$ cat src/hw/rtl/drkp_pkg.sv
// package for the der rsa key parser: step modes, status codes, der tags,
// the element order table and the record passed from parser to output stage
// no dependencies
`timescale 1ns / 1ps

package drkp_pkg;

   localparam int MAX_LEN_BYTES_DEF = 4;
   localparam int QUEUE_DEPTH_DEF   = 4;

   localparam int STEP_W = 4;

   typedef enum logic [2:0] {
      MODE_DONE = 3'd0,
      MODE_HDR  = 3'd1,
      MODE_SKIP = 3'd2,
      MODE_EMIT = 3'd3,
      MODE_PAD  = 3'd4
   } mode_type;

   typedef enum logic [2:0] {
      STATUS_OK      = 3'd0,
      STATUS_BAD_TAG = 3'd1,
      STATUS_BAD_LEN = 3'd2,
      STATUS_TRUNC   = 3'd3,
      STATUS_SHORT   = 3'd4
   } status_type;

   localparam logic [7:0] TAG_SEQUENCE     = 8'h30;
   localparam logic [7:0] TAG_BIT_STRING   = 8'h03;
   localparam logic [7:0] TAG_INTEGER      = 8'h02;
   localparam logic [7:0] TAG_OCTET_STRING = 8'h04;
   localparam logic [7:0] PAD_BYTE         = 8'h00;

   localparam logic [7:0] MIN_BYTES_PUBLIC  = 8'd64;
   localparam logic [7:0] MIN_BYTES_PRIVATE = 8'd128;
   localparam logic [7:0] BYTE_TOTAL_CAP    = 8'd128;

   localparam logic FMT_PUBLIC  = 1'b0;
   localparam logic FMT_PRIVATE = 1'b1;

   typedef struct packed {
      logic [7:0] tag;
      mode_type   mode;
      logic [2:0] fid;
   } step_type;

   // one record per accepted beat that yields a content byte, a status, or both
   typedef struct packed {
      logic       has_data;
      logic [2:0] fid;
      logic [7:0] data;
      logic       keep;
      logic       flast;
      logic       has_status;
      status_type status;
   } rec_type;

   function automatic step_type step_lookup(input logic fmt, input logic [STEP_W-1:0] step);
      step_type s;
      s = '{tag: PAD_BYTE, mode: MODE_DONE, fid: 3'd0};
      if (fmt == FMT_PUBLIC) begin
         unique case (step) inside
            4'd0:    s = '{tag: TAG_SEQUENCE,   mode: MODE_HDR,  fid: 3'd0};
            4'd1:    s = '{tag: TAG_SEQUENCE,   mode: MODE_SKIP, fid: 3'd0};
            4'd2:    s = '{tag: TAG_BIT_STRING, mode: MODE_HDR,  fid: 3'd0};
            4'd3:    s = '{tag: PAD_BYTE,       mode: MODE_PAD,  fid: 3'd0};
            4'd4:    s = '{tag: TAG_SEQUENCE,   mode: MODE_HDR,  fid: 3'd0};
            4'd5:    s = '{tag: TAG_INTEGER,    mode: MODE_EMIT, fid: 3'd0};
            4'd6:    s = '{tag: TAG_INTEGER,    mode: MODE_EMIT, fid: 3'd1};
            default: s = '{tag: PAD_BYTE,       mode: MODE_DONE, fid: 3'd0};
         endcase
      end else begin
         unique case (step) inside
            4'd0:          s = '{tag: TAG_SEQUENCE,     mode: MODE_HDR,  fid: 3'd0};
            4'd1:          s = '{tag: TAG_INTEGER,      mode: MODE_SKIP, fid: 3'd0};
            4'd2:          s = '{tag: TAG_SEQUENCE,     mode: MODE_SKIP, fid: 3'd0};
            4'd3:          s = '{tag: TAG_OCTET_STRING, mode: MODE_HDR,  fid: 3'd0};
            4'd4:          s = '{tag: TAG_SEQUENCE,     mode: MODE_HDR,  fid: 3'd0};
            4'd5:          s = '{tag: TAG_INTEGER,      mode: MODE_SKIP, fid: 3'd0};
            [4'd6:4'd13]:  s = '{tag: TAG_INTEGER,      mode: MODE_EMIT,
                                 fid: 3'(step - 4'd6)};
            default:       s = '{tag: PAD_BYTE,         mode: MODE_DONE, fid: 3'd0};
         endcase
      end
      return s;
   endfunction

endpackage

$ cat src/hw/rtl/drkp_front.sv
// parser front end: takes key bytes, walks the der element order and builds
// one output record per beat that yields results; holds the format register
// depends on drkp_pkg
`timescale 1ns / 1ps

module drkp_front import drkp_pkg::*; #(
   parameter int MAX_LENGTH_BYTES = MAX_LEN_BYTES_DEF
) (
   input  logic       clock,
   input  logic       reset,
   input  logic       req_valid,
   output logic       req_ready,
   input  logic [7:0] req_key_byte,
   input  logic       req_end_of_key,
   input  logic       csr_valid,
   output logic       csr_ready,
   input  logic       csr_key_format,
   input  logic       q_full,
   output logic       q_push,
   output rec_type    q_rec
);

   localparam int LenW = 8 * MAX_LENGTH_BYTES;
   localparam int CntW = $clog2(MAX_LENGTH_BYTES + 1);
   localparam logic [6:0] MaxLen = 7'(MAX_LENGTH_BYTES);

   logic              fmt_ff;
   logic              stage_ff, stage_in;
   logic [STEP_W-1:0] step_ff, step_in;
   logic [LenW-1:0]   acc_ff, acc_in;
   logic [CntW-1:0]   lbl_ff, lbl_in;
   logic [LenW-1:0]   cl_ff, cl_in;
   logic              first_ff, first_in;
   logic [2:0]        idx_ff, idx_in;
   logic [7:0]        total_ff, total_in;
   status_type        err_ff, err_in;
   logic              done_ff, done_in;

   step_type          cur, nxt;
   logic [STEP_W:0]   step_plus;
   logic              adv_done;
   logic [LenW-1:0]   acc_shift;
   logic [LenW-1:0]   len_val;
   logic [6:0]        n_len;
   logic              len_hit;
   logic              adv;
   logic              emit;
   logic              accept;
   logic [7:0]        min_total;
   status_type        status;

   assign csr_ready = 1'b1;
   assign req_ready = !q_full;
   assign accept    = req_valid && req_ready;

   assign cur       = step_lookup(fmt_ff, step_ff);
   assign step_plus = {1'b0, step_ff} + (STEP_W+1)'(1);
   assign nxt       = step_lookup(fmt_ff, step_plus[STEP_W-1:0]);
   assign adv_done  = step_plus[STEP_W] || (nxt.mode == MODE_DONE);
   assign acc_shift = LenW'({acc_ff, req_key_byte});
   assign n_len     = req_key_byte[6:0];

   always_comb begin
      stage_in = stage_ff;
      step_in  = step_ff;
      acc_in   = acc_ff;
      lbl_in   = lbl_ff;
      cl_in    = cl_ff;
      first_in = first_ff;
      idx_in   = idx_ff;
      err_in   = err_ff;
      done_in  = done_ff;
      emit     = 1'b0;
      adv      = 1'b0;
      len_hit  = 1'b0;
      len_val  = acc_shift;
      total_in = (total_ff < BYTE_TOTAL_CAP) ? total_ff + 8'd1 : total_ff;

      if (err_ff != STATUS_OK || done_ff) begin
         // nothing more until the end beat
      end else if (cur.mode == MODE_DONE) begin
         done_in = 1'b1;
      end else if (!stage_ff) begin
         if (req_key_byte != cur.tag) begin
            err_in = STATUS_BAD_TAG;
         end else if (cur.mode == MODE_PAD) begin
            adv = 1'b1;
         end else begin
            if (cur.mode == MODE_EMIT) begin
               idx_in = cur.fid;
            end
            stage_in = 1'b1;
         end
      end else if (lbl_ff != '0) begin
         acc_in = acc_shift;
         lbl_in = lbl_ff - CntW'(1);
         if (lbl_ff == CntW'(1)) begin
            len_hit = 1'b1;
            len_val = acc_shift;
         end
      end else if (cl_ff != '0) begin
         emit     = (cur.mode == MODE_EMIT);
         first_in = 1'b0;
         cl_in    = cl_ff - LenW'(1);
         if (cl_ff == LenW'(1)) begin
            adv = 1'b1;
         end
      end else if (req_key_byte[7]) begin
         // long form, 0x80 is the indefinite form
         if (n_len == 7'd0 || n_len > MaxLen) begin
            err_in = STATUS_BAD_LEN;
         end else begin
            acc_in = '0;
            lbl_in = CntW'(n_len);
         end
      end else begin
         len_hit = 1'b1;
         len_val = LenW'(n_len);
      end

      if (len_hit) begin
         if (cur.mode == MODE_HDR) begin
            adv = 1'b1;
         end else begin
            cl_in    = len_val;
            first_in = 1'b1;
            if (len_val == '0) begin
               adv = 1'b1;
            end
         end
      end

      if (adv) begin
         acc_in   = '0;
         lbl_in   = '0;
         cl_in    = '0;
         first_in = 1'b0;
         stage_in = 1'b0;
         if (adv_done) begin
            done_in = 1'b1;
            step_in = '1;
         end else begin
            step_in = step_plus[STEP_W-1:0];
         end
      end

      min_total = (fmt_ff == FMT_PRIVATE) ? MIN_BYTES_PRIVATE : MIN_BYTES_PUBLIC;
      if (total_in < min_total) begin
         status = STATUS_SHORT;
      end else if (err_in != STATUS_OK) begin
         status = err_in;
      end else if (!done_in) begin
         status = STATUS_TRUNC;
      end else begin
         status = STATUS_OK;
      end

      // end beat puts the stream back to its start
      if (req_end_of_key) begin
         stage_in = 1'b0;
         step_in  = '0;
         acc_in   = '0;
         lbl_in   = '0;
         cl_in    = '0;
         first_in = 1'b0;
         idx_in   = 3'd0;
         total_in = 8'd0;
         err_in   = STATUS_OK;
         done_in  = 1'b0;
      end
   end

   assign q_push           = accept && (emit || req_end_of_key);
   assign q_rec.has_data   = emit;
   assign q_rec.fid        = idx_ff;
   assign q_rec.data       = req_key_byte;
   assign q_rec.keep       = !(first_ff && req_key_byte == PAD_BYTE);
   assign q_rec.flast      = (cl_ff == LenW'(1));
   assign q_rec.has_status = req_end_of_key;
   assign q_rec.status     = status;

   always_ff @(posedge clock) begin
      if (reset) begin
         fmt_ff <= FMT_PUBLIC;
      end else if (csr_valid) begin
         fmt_ff <= csr_key_format;
      end
   end

   always_ff @(posedge clock) begin
      if (reset) begin
         stage_ff <= 1'b0;
         step_ff  <= '0;
         lbl_ff   <= '0;
         first_ff <= 1'b0;
         idx_ff   <= 3'd0;
         total_ff <= 8'd0;
         err_ff   <= STATUS_OK;
         done_ff  <= 1'b0;
      end else if (accept) begin
         stage_ff <= stage_in;
         step_ff  <= step_in;
         lbl_ff   <= lbl_in;
         first_ff <= first_in;
         idx_ff   <= idx_in;
         total_ff <= total_in;
         err_ff   <= err_in;
         done_ff  <= done_in;
      end
   end

   always_ff @(posedge clock) begin
      if (reset) begin
         acc_ff <= '0;
         cl_ff  <= '0;
      end else if (accept) begin
         acc_ff <= acc_in;
         cl_ff  <= cl_in;
      end
   end

endmodule

$ cat src/hw/rtl/drkp_queue.sv
// short record queue between the parser front end and the output stage
// depends on drkp_pkg
`timescale 1ns / 1ps

module drkp_queue import drkp_pkg::*; #(
   parameter int DEPTH = QUEUE_DEPTH_DEF
) (
   input  logic    clock,
   input  logic    reset,
   input  logic    push,
   input  rec_type push_rec,
   input  logic    pop,
   output logic    full,
   output logic    empty,
   output rec_type head
);

   localparam int PtrW = $clog2(DEPTH);
   localparam int CntW = $clog2(DEPTH + 1);

   rec_type         entries_ff [DEPTH];
   logic [PtrW-1:0] wr_ptr_ff, wr_ptr_in;
   logic [PtrW-1:0] rd_ptr_ff, rd_ptr_in;
   logic [CntW-1:0] count_ff, count_in;
   logic            do_push, do_pop;

   assign full    = (count_ff == CntW'(DEPTH));
   assign empty   = (count_ff == '0);
   assign head    = entries_ff[rd_ptr_ff];
   assign do_push = push && !full;
   assign do_pop  = pop && !empty;

   always_comb begin
      wr_ptr_in = wr_ptr_ff;
      rd_ptr_in = rd_ptr_ff;
      count_in  = count_ff;
      if (do_push) begin
         wr_ptr_in = (wr_ptr_ff == PtrW'(DEPTH - 1)) ? '0 : wr_ptr_ff + PtrW'(1);
      end
      if (do_pop) begin
         rd_ptr_in = (rd_ptr_ff == PtrW'(DEPTH - 1)) ? '0 : rd_ptr_ff + PtrW'(1);
      end
      if (do_push && !do_pop) begin
         count_in = count_ff + CntW'(1);
      end else if (do_pop && !do_push) begin
         count_in = count_ff - CntW'(1);
      end
   end

   always_ff @(posedge clock) begin
      if (reset) begin
         wr_ptr_ff <= '0;
         rd_ptr_ff <= '0;
         count_ff  <= '0;
      end else begin
         wr_ptr_ff <= wr_ptr_in;
         rd_ptr_ff <= rd_ptr_in;
         count_ff  <= count_in;
      end
   end

   always_ff @(posedge clock) begin
      if (do_push) begin
         entries_ff[wr_ptr_ff] <= push_rec;
      end
   end

endmodule

$ cat src/hw/rtl/drkp_back.sv
// output stage: drains records from the queue into the result register,
// a record with both a content byte and a status goes out as two beats
// depends on drkp_pkg
`timescale 1ns / 1ps

module drkp_back import drkp_pkg::*; (
   input  logic       clock,
   input  logic       reset,
   input  rec_type    head,
   input  logic       q_empty,
   output logic       q_pop,
   output logic       rsp_valid,
   input  logic       rsp_ready,
   output logic       rsp_result_kind,
   output logic [2:0] rsp_field_id,
   output logic [7:0] rsp_data_byte,
   output logic       rsp_keep_byte,
   output logic       rsp_field_last,
   output logic [2:0] rsp_status_code,
   output logic       rsp_stream_last
);

   logic       valid_ff, valid_in;
   logic       sent_ff, sent_in;
   logic       kind_ff, kind_in;
   logic [2:0] fid_ff, fid_in;
   logic [7:0] data_ff, data_in;
   logic       keep_ff, keep_in;
   logic       flast_ff, flast_in;
   logic [2:0] status_ff, status_in;
   logic       slast_ff, slast_in;
   logic       load;
   logic       send_data;

   assign load      = !q_empty && (!valid_ff || rsp_ready);
   assign send_data = head.has_data && !sent_ff;
   // hold the record while its status beat is still to come
   assign q_pop     = load && !(send_data && head.has_status);

   always_comb begin
      valid_in  = valid_ff;
      sent_in   = sent_ff;
      kind_in   = kind_ff;
      fid_in    = fid_ff;
      data_in   = data_ff;
      keep_in   = keep_ff;
      flast_in  = flast_ff;
      status_in = status_ff;
      slast_in  = slast_ff;
      if (load) begin
         valid_in = 1'b1;
         sent_in  = send_data && head.has_status;
         if (send_data) begin
            kind_in   = 1'b0;
            fid_in    = head.fid;
            data_in   = head.data;
            keep_in   = head.keep;
            flast_in  = head.flast;
            status_in = STATUS_OK;
            slast_in  = 1'b0;
         end else begin
            kind_in   = 1'b1;
            fid_in    = 3'd0;
            data_in   = 8'd0;
            keep_in   = 1'b0;
            flast_in  = 1'b0;
            status_in = head.status;
            slast_in  = 1'b1;
         end
      end else if (rsp_ready) begin
         valid_in = 1'b0;
      end
   end

   always_ff @(posedge clock) begin
      if (reset) begin
         valid_ff <= 1'b0;
         sent_ff  <= 1'b0;
      end else begin
         valid_ff <= valid_in;
         sent_ff  <= sent_in;
      end
   end

   always_ff @(posedge clock) begin
      kind_ff   <= kind_in;
      fid_ff    <= fid_in;
      data_ff   <= data_in;
      keep_ff   <= keep_in;
      flast_ff  <= flast_in;
      status_ff <= status_in;
      slast_ff  <= slast_in;
   end

   assign rsp_valid       = valid_ff;
   assign rsp_result_kind = kind_ff;
   assign rsp_field_id    = fid_ff;
   assign rsp_data_byte   = data_ff;
   assign rsp_keep_byte   = keep_ff;
   assign rsp_field_last  = flast_ff;
   assign rsp_status_code = status_ff;
   assign rsp_stream_last = slast_ff;

endmodule

$ cat src/hw/rtl/der_rsa_key_parser_core.sv
// channel  | direction | beat carries
// req_     | in        | key_byte, end_of_key
// rsp_     | out       | result_kind, field_id, data_byte, keep_byte, field_last,
//          |           | status_code, stream_last
// csr_     | in        | key_format (always ready)
//
// one key byte a cycle while the queue is not full: the parser state updates once per beat
// results pass through a record queue and the result register; an end beat
// that also closes an integer takes two output beats, so the output stage
// sets the rate there
// req_ready drops only when the queue is full; synchronous reset, no clearing pass
`timescale 1ns / 1ps

module der_rsa_key_parser_core import drkp_pkg::*; #(
   parameter int MAX_LENGTH_BYTES = MAX_LEN_BYTES_DEF,
   parameter int QUEUE_DEPTH      = QUEUE_DEPTH_DEF
) (
   input  logic       clock,
   input  logic       reset,
   input  logic       req_valid,
   output logic       req_ready,
   input  logic [7:0] req_key_byte,
   input  logic       req_end_of_key,
   output logic       rsp_valid,
   input  logic       rsp_ready,
   output logic       rsp_result_kind,
   output logic [2:0] rsp_field_id,
   output logic [7:0] rsp_data_byte,
   output logic       rsp_keep_byte,
   output logic       rsp_field_last,
   output logic [2:0] rsp_status_code,
   output logic       rsp_stream_last,
   input  logic       csr_valid,
   output logic       csr_ready,
   input  logic       csr_key_format
);

   rec_type push_rec;
   rec_type head;
   logic    q_push;
   logic    q_pop;
   logic    q_full;
   logic    q_empty;

   drkp_front #(
      .MAX_LENGTH_BYTES(MAX_LENGTH_BYTES)
   ) u_front (
      .clock          (clock),
      .reset          (reset),
      .req_valid      (req_valid),
      .req_ready      (req_ready),
      .req_key_byte   (req_key_byte),
      .req_end_of_key (req_end_of_key),
      .csr_valid      (csr_valid),
      .csr_ready      (csr_ready),
      .csr_key_format (csr_key_format),
      .q_full         (q_full),
      .q_push         (q_push),
      .q_rec          (push_rec)
   );

   drkp_queue #(
      .DEPTH(QUEUE_DEPTH)
   ) u_queue (
      .clock    (clock),
      .reset    (reset),
      .push     (q_push),
      .push_rec (push_rec),
      .pop      (q_pop),
      .full     (q_full),
      .empty    (q_empty),
      .head     (head)
   );

   drkp_back u_back (
      .clock           (clock),
      .reset           (reset),
      .head            (head),
      .q_empty         (q_empty),
      .q_pop           (q_pop),
      .rsp_valid       (rsp_valid),
      .rsp_ready       (rsp_ready),
      .rsp_result_kind (rsp_result_kind),
      .rsp_field_id    (rsp_field_id),
      .rsp_data_byte   (rsp_data_byte),
      .rsp_keep_byte   (rsp_keep_byte),
      .rsp_field_last  (rsp_field_last),
      .rsp_status_code (rsp_status_code),
      .rsp_stream_last (rsp_stream_last)
   );

endmodule

$ cat config.mk
export PLATFORM = sky130hd
export DESIGN_NAME = der_rsa_key_parser_core
export DESIGN_NICKNAME = d
export VERILOG_FILES = /design/src/hw/rtl/drkp_pkg.sv /design/src/hw/rtl/drkp_front.sv /design/src/hw/rtl/drkp_queue.sv /design/src/hw/rtl/drkp_back.sv /design/src/hw/rtl/der_rsa_key_parser_core.sv
export SDC_FILE = /design/constraint.sdc
export NUM_CORES = 1
export LEC_CHECK = 0
export ABC_AREA = 1
export BUFFER_PORTS_ARGS = -buffer_cell sky130_fd_sc_hd__buf_2
export CORE_AREA = 2 2 208 210
export CTS_BUF_LIST = sky130_fd_sc_hd__clkbuf_4 sky130_fd_sc_hd__clkbuf_8 sky130_fd_sc_hd__clkbuf_16
export CTS_CLUSTER_DIAMETER = 50
export DETAILED_ROUTE_END_ITERATION = 7
export DIE_AREA = 0 0 210 212
export MAX_ROUTING_LAYER = met4
export SETUP_SLACK_MARGIN = 0.3
export SKIP_CTS_REPAIR_TIMING = 1
export SYNTH_ARGS = -nofsm -noshare
export SYNTH_HDL_FRONTEND = slang
export SYNTH_SLANG_ARGS = --single-unit
$ cat constraint.sdc
create_clock -name clock -period 4.7 [get_ports clock]
set_input_delay 0.705 -clock clock [delete_from_list [all_inputs] [get_ports clock]]
set_output_delay 0.705 -clock clock [all_outputs]
set_load 0.03 [all_outputs]
==> results summary, run 1 <==
The number of antenna violations at the first check in global routing was 0. Cell internal power was estimated by the tool at 3140 µW. STA puts the critical path data arrival time at 4.17 ns. Of the post-synthesis cell area, the dominant cell type holds 0.277. Setup repair after global routing left no endpoint under its margin. In the post-synthesis netlist, the cell with the most instances is nor2_1. The final-report setup violation count came out at 0. The top achievable clock speed is 0.260 GHz. The global-route congestion overflow total came out at 0.

The share of synthesized cell area in full adder, half adder and majority cells is 0.0293. The detailed-router iteration count before antenna repair came out at 6. The die outline area came out at 0.0445 mm². The share of total power in sequential cells came out at 0.409. The number of clock buffers inserted by TritonCTS came out at 17. The power density normalized to cell area came out at 448 mW/mm². The net switching component of the power came out at 1770 µW. The tree is rooted in a clkbuf_16. In this run the static leakage power is 0.00435 µW.

The count of buffers added on input and output ports is 34. The share of total power dissipated in combinational logic is 0.291. The critical path startpoint category is a register.

The maximum net fanout on the critical path is 13. The setup slack on the worst flop-to-flop path came out at 0.85 ns. The flow ran to the end, and the final reports show no timing, DRC or antenna violations. The most used flip-flop cell after synthesis is dfxtp_1. The worst setup path is of the register to register kind. The data required time of the critical path came out at 5.03 ns. For this run, asynchronously set or reset flops after synthesis account for 0. The count of routing violations after the opening detailed-route iteration came out at 939. The post-CTS clock slew at the launch and capture registers of the worst setup and hold paths is 0.07 ns. edfxtp_1 takes more of the synthesized area than any other cell. The area growth from synthesis to layout is 13.6%. The layout net count is 1,284. Measured along the y axis, the die boundary spans 212 µm. The average cell area after synthesis is 7.83 µm². The via count of the first global-routing pass came to 7,833. The wire length per cell is 14.4 µm.

The total count of max-transition violations in the final report came out at 0. For this block, the routed nets add up to 26.0 mm of wire. The top-level port count is 36. The worst max-slew margin expressed relative to the limit is 0.417. The gate count of the mapped netlist is 1,233. The total routing usage reported by global routing is 0.123. The distinct cell type count after synthesis came out at 50. The setup slack after placement came out at 0.870 ns. The number of enable-type register cells in the synthesized netlist is 89. The number of nets in the synthesized netlist is 1,270.

The max capacitance violation total is 0. The cell area after technology mapping is 0.00965 mm². Measured against the total synthesized area, the mux share comes to 0.

The largest net degree at the start of global routing came out at 41. The clock network fraction of total power came out at 0.300. Ranked by total cell area, the synthesized netlist is headed by edfxtp_1 (28%), dfxtp_1 (19%), nor2_1 (8.8%), nand2_1 (8.7%), o21ai_0 (5.1%). The via count came out at 8,327. VDD sags by at most 218 µV. The count of nets left with antenna violations once routing finished came out at 0. The tightest min-delay check is of the register to register type.

For the pin with the worst max-slew slack, the measured transition is 0.875 ns. In this run, synthesis produced a sequential element count of 181. The worst setup path is captured at a register. The layout cell share with drive strength beyond 1 came out at 0.117.

The XOR/XNOR share of the synthesized area came out at 0.0236. The first global-routing pass estimated 42.2 mm of wire. Once detailed placement completed, the half-perimeter wirelength came to 18.0 mm.

The dominant combinational cell family by area after synthesis is simple AND/OR/NAND/NOR gates. The detailed-route vias per instance is 4.61. The floorplan step set the die width to 210 µm. Setup total negative slack on the finished layout was measured at 0 ns. TritonCTS built the clock tree. Counting every sink on the clock net gives 181. By count the netlist is led by nor2_1 (226), nand2_1 (223), o21ai_0 (99). The compound-cell area share of the yosys netlist came out at 0.120.

The starting utilization of the core area came out at 0.227. The number of inserted filler cells in the final layout came out at 4,535. The final routed DRC violation total is 0. The floorplan core area is 0.0425 mm².

The count of yosys warnings during synthesis came out at 0. The share of the clock period used by the worst path came out at 0.818. The maximum level of the CTS H-tree is 4.

The post-layout minimum cycle time came out at 3.85 ns. Of the total synthesized cell area, the portion taken by AND, OR, NAND and NOR gates is 0.282. The clock latency at the later pin of the worst-skew pair came out at 0.43 ns. The final setup skew came out at 0.00943 ns.

The number of cell rows came out at 76. The final number of hold-violating endpoints is 0. Of the total power, the share spent switching nets is 0.361.

The setup slack after layout is 0.855 ns. No sink is reached through more buffers than the 2 on the longest clock path. The final weighted congestion in routability-driven placement came out at 0.936. The part of the Yosys area used for sequential elements came out at 0.468. The repair_antennas step left the layout with diodes totalling 0.
-- cell families (layout without fill, tap and decap cells) --
| logic type | count (synthesis) | after routing |
|---|---|---|
| buf+inv | 178 | 205 |
| flops | 181 | 181 |
| compound gates | 212 | 212 |
| other cells | 1 | 1 |
| xor+xnor | 26 | 26 |
| fa+ha+maj | 22 | 22 |
| simple gates | 613 | 613 |
-- power by group through the flow --
stage	Combinational [µW]	Sequential, µW	Clock [µW]
4_1_cts	1440	2010	1500
2_1_floorplan	892	2180	0
5_1_grt	1620	2030	1570
3_3_place_gp	1430	2040	0
6_report	1430	2010	1470
3_5_place_dp	1440	2050	0
-- worst paths after layout --
kind / startpoint / end / depth (start not counted)
max reg2reg: u_front.step_ff[1] / u_queue.count_ff[2] / 21
min: u_front.cl_ff[29] / u_front.cl_ff[29] / 2
min reg2reg: u_front.cl_ff[29] / u_front.cl_ff[29] / 2
max: u_front.step_ff[1] / u_queue.count_ff[2] / 21
-- critical path, stage by stage (launching register included) --
cell	delay [ns]
dfxtp_1	0.38
inv_1	0.18
ha_1	0.28
nor2_1	0.08
nand3_1	0.08
nand2_2	0.09
nand3_1	0.10
nand2_2	0.11
nand3_4	0.13
nand2_2	0.14
nor2_4	0.25
inv_2	0.18
nor3_2	0.34
o21ai_2	0.18
inv_1	0.09
ha_1	0.13
inv_1	0.07
fa_1	0.43
a21oi_1	0.15
o21ai_0	0.11
o21ai_0	0.16
a21oi_1	0.05
-- through the flow --
stage / total power [µW] / instance area (µm²) / util / hold slack (ns) / cells
2_1_floorplan: 3070 / 9650 / - / 0.447 / 1233
3_3_place_gp: 3470 / 10400 / 0.244 / 0.457 / 1774
3_5_place_dp: 3480 / 10400 / 0.244 / 0.466 / 1774
4_1_cts: 4960 / 11000 / 0.258 / 0.476 / 1806
5_1_grt: 5220 / 11000 / 0.258 / 0.501 / 1806
6_report: 4910 / 11000 / 0.258 / 0.478 / 1806
-- placed cells by master (no fill, tap or decap), types with 3 or more instances in the layout --
master     instances
o21ai_0           99
or2_2              4
inv_2             23
nor4_1             8
dfxtp_1           92
nand2_2            8
a31oi_1            3
nand3_4            3
nand3b_1           4
nor2_1           226
clkbuf_16         17
o41ai_1            6
clkinv_1           6
xor2_1            20
edfxtp_1          89
inv_6              3
nand2_1          223
clkinv_2           3
a21oi_1           69
buf_4             18
o22ai_1           12
a211oi_1           6
ha_1              21
inv_1             92
nand4_1           38
xnor2_1            6
nor2_2             7
buf_2             34
o21ai_1            6
nor2_4             5
nand3_1           58
nor3_1            18
-- flip-flops by register name (all words and copies together), names as in the netlist, 2 cells and up, named ones only --
name and flops:
u_front.idx_ff 3, u_front.cl_ff 32, u_front.err_ff 3, u_queue.count_ff 3
u_front.lbl_ff 3, u_front.total_ff 8, u_front.step_ff 4, u_queue.wr_ptr_ff 2
u_back.rsp_status_code 3, u_back.rsp_data_byte 8, u_front.acc_ff 24, u_queue.rd_ptr_ff 2
u_back.rsp_field_id 3, u_queue.entries_ff 72
-- final cells by class --
cell class                 count  area, µm²  share of cell area
inverter                     121        454              0.0414
tap                          546        683              0.0623
timing repair buffer          52        305              0.0278
clock buffer                  20        460              0.0420
clock inverter                12        141              0.0129
sequential                   181       4510               0.412
multi-input combinational    874       4400               0.402
-- per-layer routing --
layer	wire length (µm)	global-route usage	vias to the layer above	share of wire
met3	1270	0.0217	36	0.049
li1	-	-	4137	-
met1	12300	0.160	3925	0.47
met4	555	0.0448	0	0.021
met5	0	-	-	0
met2	11800	0.191	229	0.46
(Power assumes the default switching activity.)
==> run 2: changes to the inputs <==
==> constraint.sdc (replaced) <==
create_clock -name clock -period 3.1 [get_ports clock]
set_input_delay 0.465 -clock clock [delete_from_list [all_inputs] [get_ports clock]]
set_output_delay 0.465 -clock clock [all_outputs]
set_load 0.03 [all_outputs]
==> run 2 against run 1 <==
Global-route usage grew 0.22 points. Critical path depth did not move. Setup slack worse by 0.76 ns. Wire length up 12%. Worst hold slack worse by 0.23 ns. Fmax grew 28%. Core utilization grew 3.1 points. Final cell count is 3.4% higher. Design area rose by 12%. Critical endpoint unchanged.
==> results summary, run 2 (synthesis gave the netlist of run 1 again) <==
The run finished with clean final reports. The width of the die came out at 210 µm. The number of antenna cells inserted is 0. The half-perimeter wire length of the detailed placement result came out at 19.0 mm. The total count of max-transition violations in the final report is 0.

The number of inserted filler cells in the final layout came out at 4,407. The part of the total power dissipated in combinational logic came out at 0.326. The maximum level of the CTS H-tree is 4. The final number of hold-violating endpoints is 0.

The detailed-route vias per instance came out at 4.74. The worst pin sits at a relative slew slack of 0.466. The worst setup path is launched from a register. Counting flops per register, the top entry is u_queue.entries_ff.

For the final database, setup skew stands at 0.0131 ns. The worst setup path is captured at a register. The design internal power is 4830 µW. The highest-delay cell along the critical path is dfxtp_4.

The net switching component of the power came out at 2880 µW. In the final routed layout, each cell accounts on average for 15.5 µm. The final-report setup violation count is 0.

The number of clock buffers inserted by TritonCTS is 17. The share of total power in sequential cells came out at 0.398. CTS placed an instance of clkbuf_16 at the clock tree root.

The clock tree from TritonCTS is built. Of the cells placed in the final design, the portion with a size suffix greater than 1 is 0.237. The final routed DRC violation total is 0. The arrival time at the worst endpoint is 3.32 ns.

The top cell types in the final layout, fill and taps aside, are nor2_1 (198), nand2_1 (191), o21ai_0 (95), edfxtp_1 (89). For this run, the slowest stage of the critical path takes 0.39 ns. The post-CTS clock slew at the launch and capture registers of the worst setup and hold paths is 0.08 ns.

The worst register-to-register path begins at u_front.step_ff[0]. The routed wire length is 29.0 mm. The maximum root-to-sink buffer count is 2. Compared with the post-synthesis result, the final layout area differs by 27.4%. The share of the clock period used by the worst path came out at 0.968.

Summed over all cells, the static leakage comes to 0.00483 µW. The first global-routing pass estimated 42.8 mm of wire. The starting utilization of the core area is 0.227. The floorplan core area is 0.0425 mm². The pre-antenna-repair detailed-routing pass consisted of 5 iterations.

The setup slack after placement is -0.0413 ns. The max capacitance violation total came out at 0. The layout net count is 1,346. The transition time of the tightest slew-check pin came out at 0.794 ns. In this run the worst hold path is classified as input pin to register. In this run the power density over the cells is 627 mW/mm². The number of clock sinks is 181. Of the total power, the share spent switching nets is 0.374. In the final layout, the registers with the most flip-flops are u_queue.entries_ff (72), u_front.cl_ff (32), u_front.acc_ff (24). The number of flip-flops in the largest register came out at 72.

The setup path with the least slack is of type register to register. After global routing the overflow that remains totals 0. Across all setup checks in the final design, the least slack found is 0.0994 ns. The count of routing violations after the opening detailed-route iteration came out at 873. In this run the remaining antenna-violating nets after routing total 0. The final weighted congestion in routability-driven placement came out at 0.878.

The via count of the first global-routing pass came out at 7,778. The top achievable clock speed came out at 0.333 GHz. STA puts the critical path data required time at 3.42 ns. The clock latency at the later pin of the worst-skew pair is 0.44 ns.

Setup repair after global routing could not meet its margin everywhere. The number of port buffers is 34. The number of cell rows came out at 76. The maximum net fanout on the critical path came out at 5. The die outline area is 0.0445 mm². The number of antenna violations at the first check in global routing came to 0. The count of cells along the worst register-to-register path is 21.

The end point of the critical path is u_queue.count_ff[2]. The signal on the critical path passes through inv_6, ha_4, nand3_4, nand2_4, nand2_4, nand3_4, nand2_4, nand3_4, nand2_4, nor2_4, inv_2, nor3_4, o21ai_4, inv_1, ha_2, inv_4, fa_2, a21oi_2, o21ai_2, o21ai_1, a21oi_1. The worst register-to-register path ends at u_queue.count_ff[2]. The share of total power dissipated in the clock network is 0.276. The via count is 8,860. The post-layout minimum cycle time is 3.00 ns. The largest net degree at the start of global routing came out at 48. The overall die height is 212 µm. The setup slack on the worst flop-to-flop path is 0.1 ns. Final hold analysis gives a worst-case slack of 0.248 ns. The cell with the most instances on the worst path is nand2_4.

The launch point of the critical path is u_front.step_ff[0]. The total routing usage reported by global routing is 0.125. The top-level port count came out at 36. The maximum vdd drop is 370 µV. Leaving out fill and tap cells, the most frequent cell in the layout is nor2_1.
run 2: metrics by stage:
stage               total power [µW]  setup TNS (ns)  utilization  area [µm²]  instances
CTS                             7490         -0.0941        0.264       11200       1828
detailed placement              5360         -0.0413        0.250       10600       1796
floorplan                       4670               0            -        9760       1233
global route                    8140          -0.212        0.289       12300       1868
global placement                5330               0        0.250       10600       1796
finish                          7710               0        0.289       12300       1868
run 2: per-layer routing:
layer	up-vias	track usage	share of wire
met4	0	0.0342	0.020
met3	51	0.0195	0.066
met1	4226	0.163	0.44
li1	4267	-	-
met5	-	-	0
met2	316	0.201	0.48
run 2: how the worst min path moves through the flow:
stage	slack, ns	from	end	depth (start not counted)
after floorplan	0.45	u_front.total_ff[0]	u_front.total_ff[0]	1
after global placement	0.46	u_front.cl_ff[29]	u_front.cl_ff[29]	2
after detailed placement	0.46	u_front.cl_ff[29]	u_front.cl_ff[29]	2
after CTS	0.23	csr_key_format	u_front.fmt_ff	3
after global routing	0.26	csr_key_format	u_front.fmt_ff	3
final	0.25	csr_key_format	u_front.fmt_ff	3
run 2: layout make-up:
type / instances / area (µm²) / share of cell area
Multi-Input combinational cell: 881 / 5140 / 0.418
Sequential cell: 181 / 4520 / 0.368
Timing Repair Buffer: 107 / 900 / 0.0731
Tap cell: 546 / 683 / 0.0555
Clock buffer: 21 / 485 / 0.0395
Inverter: 121 / 479 / 0.0390
Clock inverter: 11 / 86.3 / 0.00702
run 2: critical path: cells and delay by family, from the launching register on:
family	cells	cell delay [ns]
AO/OA/AOI/OAI	5	0.56
adder cells (fa/ha/maj)	3	0.72
buffers and inverters	4	0.26
flip-flops	1	0.39
AND/OR/NAND/NOR	9	0.95
run 2: power groups by stage:
stage | Combinational, µW | Clock (µW) | Sequential (µW)
CTS | 2260 | 2170 | 3060
detailed placement | 2250 | 0 | 3110
finish | 2510 | 2130 | 3070
global route | 2780 | 2260 | 3100
floorplan | 1370 | 0 | 3300
global placement | 2230 | 0 | 3100
==> run 3: changes to the inputs <==
--- a/config.mk
+++ b/config.mk
@@ -7,12 +7,13 @@
 export LEC_CHECK = 0
 export ABC_AREA = 1
 export BUFFER_PORTS_ARGS = -buffer_cell sky130_fd_sc_hd__buf_2
-export CORE_AREA = 2 2 208 210
+export CORE_AREA = 2 2 135 137
 export CTS_BUF_LIST = sky130_fd_sc_hd__clkbuf_4 sky130_fd_sc_hd__clkbuf_8 sky130_fd_sc_hd__clkbuf_16
 export CTS_CLUSTER_DIAMETER = 50
 export DETAILED_ROUTE_END_ITERATION = 7
-export DIE_AREA = 0 0 210 212
+export DIE_AREA = 0 0 137 139
 export MAX_ROUTING_LAYER = met4
+export PLACE_DENSITY = 0.75
 export SETUP_SLACK_MARGIN = 0.3
 export SKIP_CTS_REPAIR_TIMING = 1
 export SYNTH_ARGS = -nofsm -noshare
==> run 3 against run 2 <==
Flip-flop and latch count is the same. Sequential power is essentially flat. First-iteration DRC count grew 12%. Clock power is essentially flat. Global-route usage grew 16 points.
==> results summary, run 3 (synthesis gave the netlist of run 1 again) <==
The flow ran to the end, and the final reports show no timing, DRC or antenna violations. The detailed-router iteration count before antenna repair came out at 7. The total count of max-transition violations in the final report came to 0.

The number of placed instances, taps included, is 1,474. The endpoint identified for the worst register-to-register timing path is u_front.lbl_ff[2]. Setup repair after global routing could not meet its margin everywhere.

The library cells used most frequently in the layout, excluding fill and tap cells, are nor2_1 (209), nand2_1 (206), o21ai_0 (96), edfxtp_1 (89), inv_1 (84). Counting every sink on the clock net gives 181. 36 I/O pins were placed. The startpoint of the worst-slack reg-to-reg timing path is u_front.step_ff[1]. The via count of the first global-routing pass is 8,181.

The setup check on the worst reg-to-reg path leaves a slack of 0.15 ns. With fillers left out, the area of the finished cells amounts to 0.0117 mm². In this run the standard cell core region covers 0.0177 mm². The wire length per cell is 18.1 µm.

The worst setup path is of the register to register kind. The power density normalized to cell area came out at 654 mW/mm². The most common cell after layout, fill and taps aside is nor2_1.

The final number of hold-violating endpoints is 0. The number of cell rows is 49. The terminating pin of the worst hold path is u_front.fmt_ff. In the final layout, the registers with the most flip-flops are u_queue.entries_ff (72), u_front.cl_ff (32), u_front.acc_ff (24). At the pin with the least slew margin, the transition time is 0.739 ns. The data required time of the critical path came out at 3.47 ns.

The analysis attributes to net switching a power of 2930 µW. The post-layout instance count excluding filler cells is 1,547. From synthesis to final layout, the design area changed by 21.3%. The post-detailed-placement cell area came out at 0.0102 mm². The maximum vdd drop came out at 623 µV. The maximum root-to-sink buffer count came out at 2. The worst max-slew margin expressed relative to the limit is 0.508. The root buffer cell chosen for the clock tree is clkbuf_16.

The part of the total power dissipated in combinational logic is 0.319. More flip-flops sit in one register than any other, and that register is u_queue.entries_ff. The starting utilization of the core area came out at 0.547. The reported leakage power is 0.00475 µW.

The count of cells along the worst register-to-register path is 20. The total routing usage reported by global routing came out at 0.280. The number of antenna violations at the first check in global routing is 0. After clock tree synthesis, the clock-pin slew on the worst setup and hold paths is 0.07 ns.

The die covers 0.0190 mm². The register with the most flip-flops in the layout has 72 of them. The final antenna-violating net count is 0. Input and output buffers added on the ports amount to 34. The clock latency at the later pin of the worst-skew pair came out at 0.45 ns. After layout, the design draws a total of 7660 µW.

Summed over all nets, the half-perimeter wirelength after detailed placement is 17.1 mm. The global-route congestion overflow total came out at 0. The maximum level of the CTS H-tree is 4. Entering global routing, the biggest net connects 48 pins. The congestion estimate from routability-driven global placement came to 1.04. The number of cells traversed by the worst hold path is 3.

The tool flagged a number of max-cap violations equal to 0. The worst hold slack is 0.242 ns. The routed design could run at a clock period as short as 2.95 ns. The final-report setup violation count is 0.

The arrival time at the worst endpoint came out at 3.32 ns. The first global-routing pass estimated 41.0 mm of wire. The width of the die is 137 µm. The kind of capture point of the worst setup path is a register. The top achievable clock speed came out at 0.339 GHz.

Clock tree synthesis inserted a total of 17 buffers. The final sum of negative setup slack is 0 ns. The share of total power dissipated in sequential elements is 0.403. The final routed DRC violation total came out at 0. The via count is 9,127.

Using the TritonRoute via totals, the vias-per-cell ratio works out to 5.90. The number of antenna diodes in the final layout is 0. The worst hold path begins at csr_key_format.

The clock network fraction of total power is 0.277. The switching share of total power is 0.382. The layout net count is 1,342. After the first detailed-routing iteration, the DRC count stood at 975. The maximum net fanout on the critical path came out at 10. The path category of the worst min-delay check is input pin to register. TritonCTS built the clock tree. The routed wire length came out at 28.0 mm. The design internal power came out at 4730 µW. Dividing the final minimum period by the clock period gives 0.953. The final setup skew is 0.0115 ns. The floorplan step set the die height to 139 µm.

The critical path startpoint category is a register. In the final layout, the share of cells above drive strength 1 is 0.219.
## run 3: changes by cell type in the layout (fill, tap and decap cells not counted), moves of 4 or more
cell / before / now
nor3_4: 5 / 1
nor2_1: 198 / 209
inv_2: 22 / 27
nand2_2: 30 / 17
inv_1: 88 / 84
nand2_1: 191 / 206
nor2_2: 24 / 16
dfxtp_1: 88 / 82
dfxtp_2: 2 / 7
## run 3: layout make-up
type	count	area, µm²
fill	1342	5950
clock inverter	14	141
clock buffer	18	433
multi-input combinational	882	5000
tap	229	287
inverter	121	474
timing repair buffer	102	837
sequential	181	4530
## run 3: through the flow
stage	setup WS, ns	util
5_1_grt	-0.0193	0.663
3_3_place_gp	0.130	0.578
4_1_cts	0.00773	0.610
2_1_floorplan	0.0676	-
6_report	0.147	0.663
3_5_place_dp	0.0493	0.578
## run 3: how the worst max path moves through the flow
stage	end	cells past startpoint	startpoint
6_report	u_front.lbl_ff[2]	20	u_front.step_ff[1]
5_1_grt	u_front.lbl_ff[2]	20	u_front.step_ff[1]
4_1_cts	u_queue.count_ff[2]	21	u_front.step_ff[1]
3_5_place_dp	u_queue.count_ff[2]	19	u_front.step_ff[2]
3_3_place_gp	u_front.cl_ff[12]	18	u_front.step_ff[0]
2_1_floorplan	u_queue.count_ff[2]	22	u_front.step_ff[0]
## run 3: power groups by stage
stage | clock, µW | combinational, µW | sequential, µW
floorplan | 0 | 1370 | 3300
global placement | 0 | 2110 | 3110
detailed placement | 0 | 2170 | 3130
CTS | 2130 | 2190 | 3080
global route | 2220 | 2700 | 3130
finish | 2120 | 2450 | 3090
## run 3: worst max-delay path, cell delays in order (launching register included)
cell,delay [ns]
dfxtp_4,0.44
inv_6,0.07
ha_4,0.20
o21ai_2,0.21
nand4_1,0.19
nand2_4,0.13
nand3_4,0.13
buf_4,0.17
nand3_2,0.12
o41ai_1,0.09
nand2_1,0.08
nor2_1,0.04
nand2_1,0.07
nand2_1,0.06
nand2_2,0.10
nand3_4,0.12
buf_12,0.17
buf_6,0.12
nand2_8,0.09
nand3_1,0.10
a21oi_1,0.16
## run 3: routing by layer
metal / up-vias / global-route usage / wire length (µm)
li1: 4263 / - / -
met1: 4240 / 0.359 / 11200
met2: 515 / 0.451 / 13600
met3: 109 / 0.0391 / 2120
met4: 0 / 0.103 / 1110
met5: - / - / 0
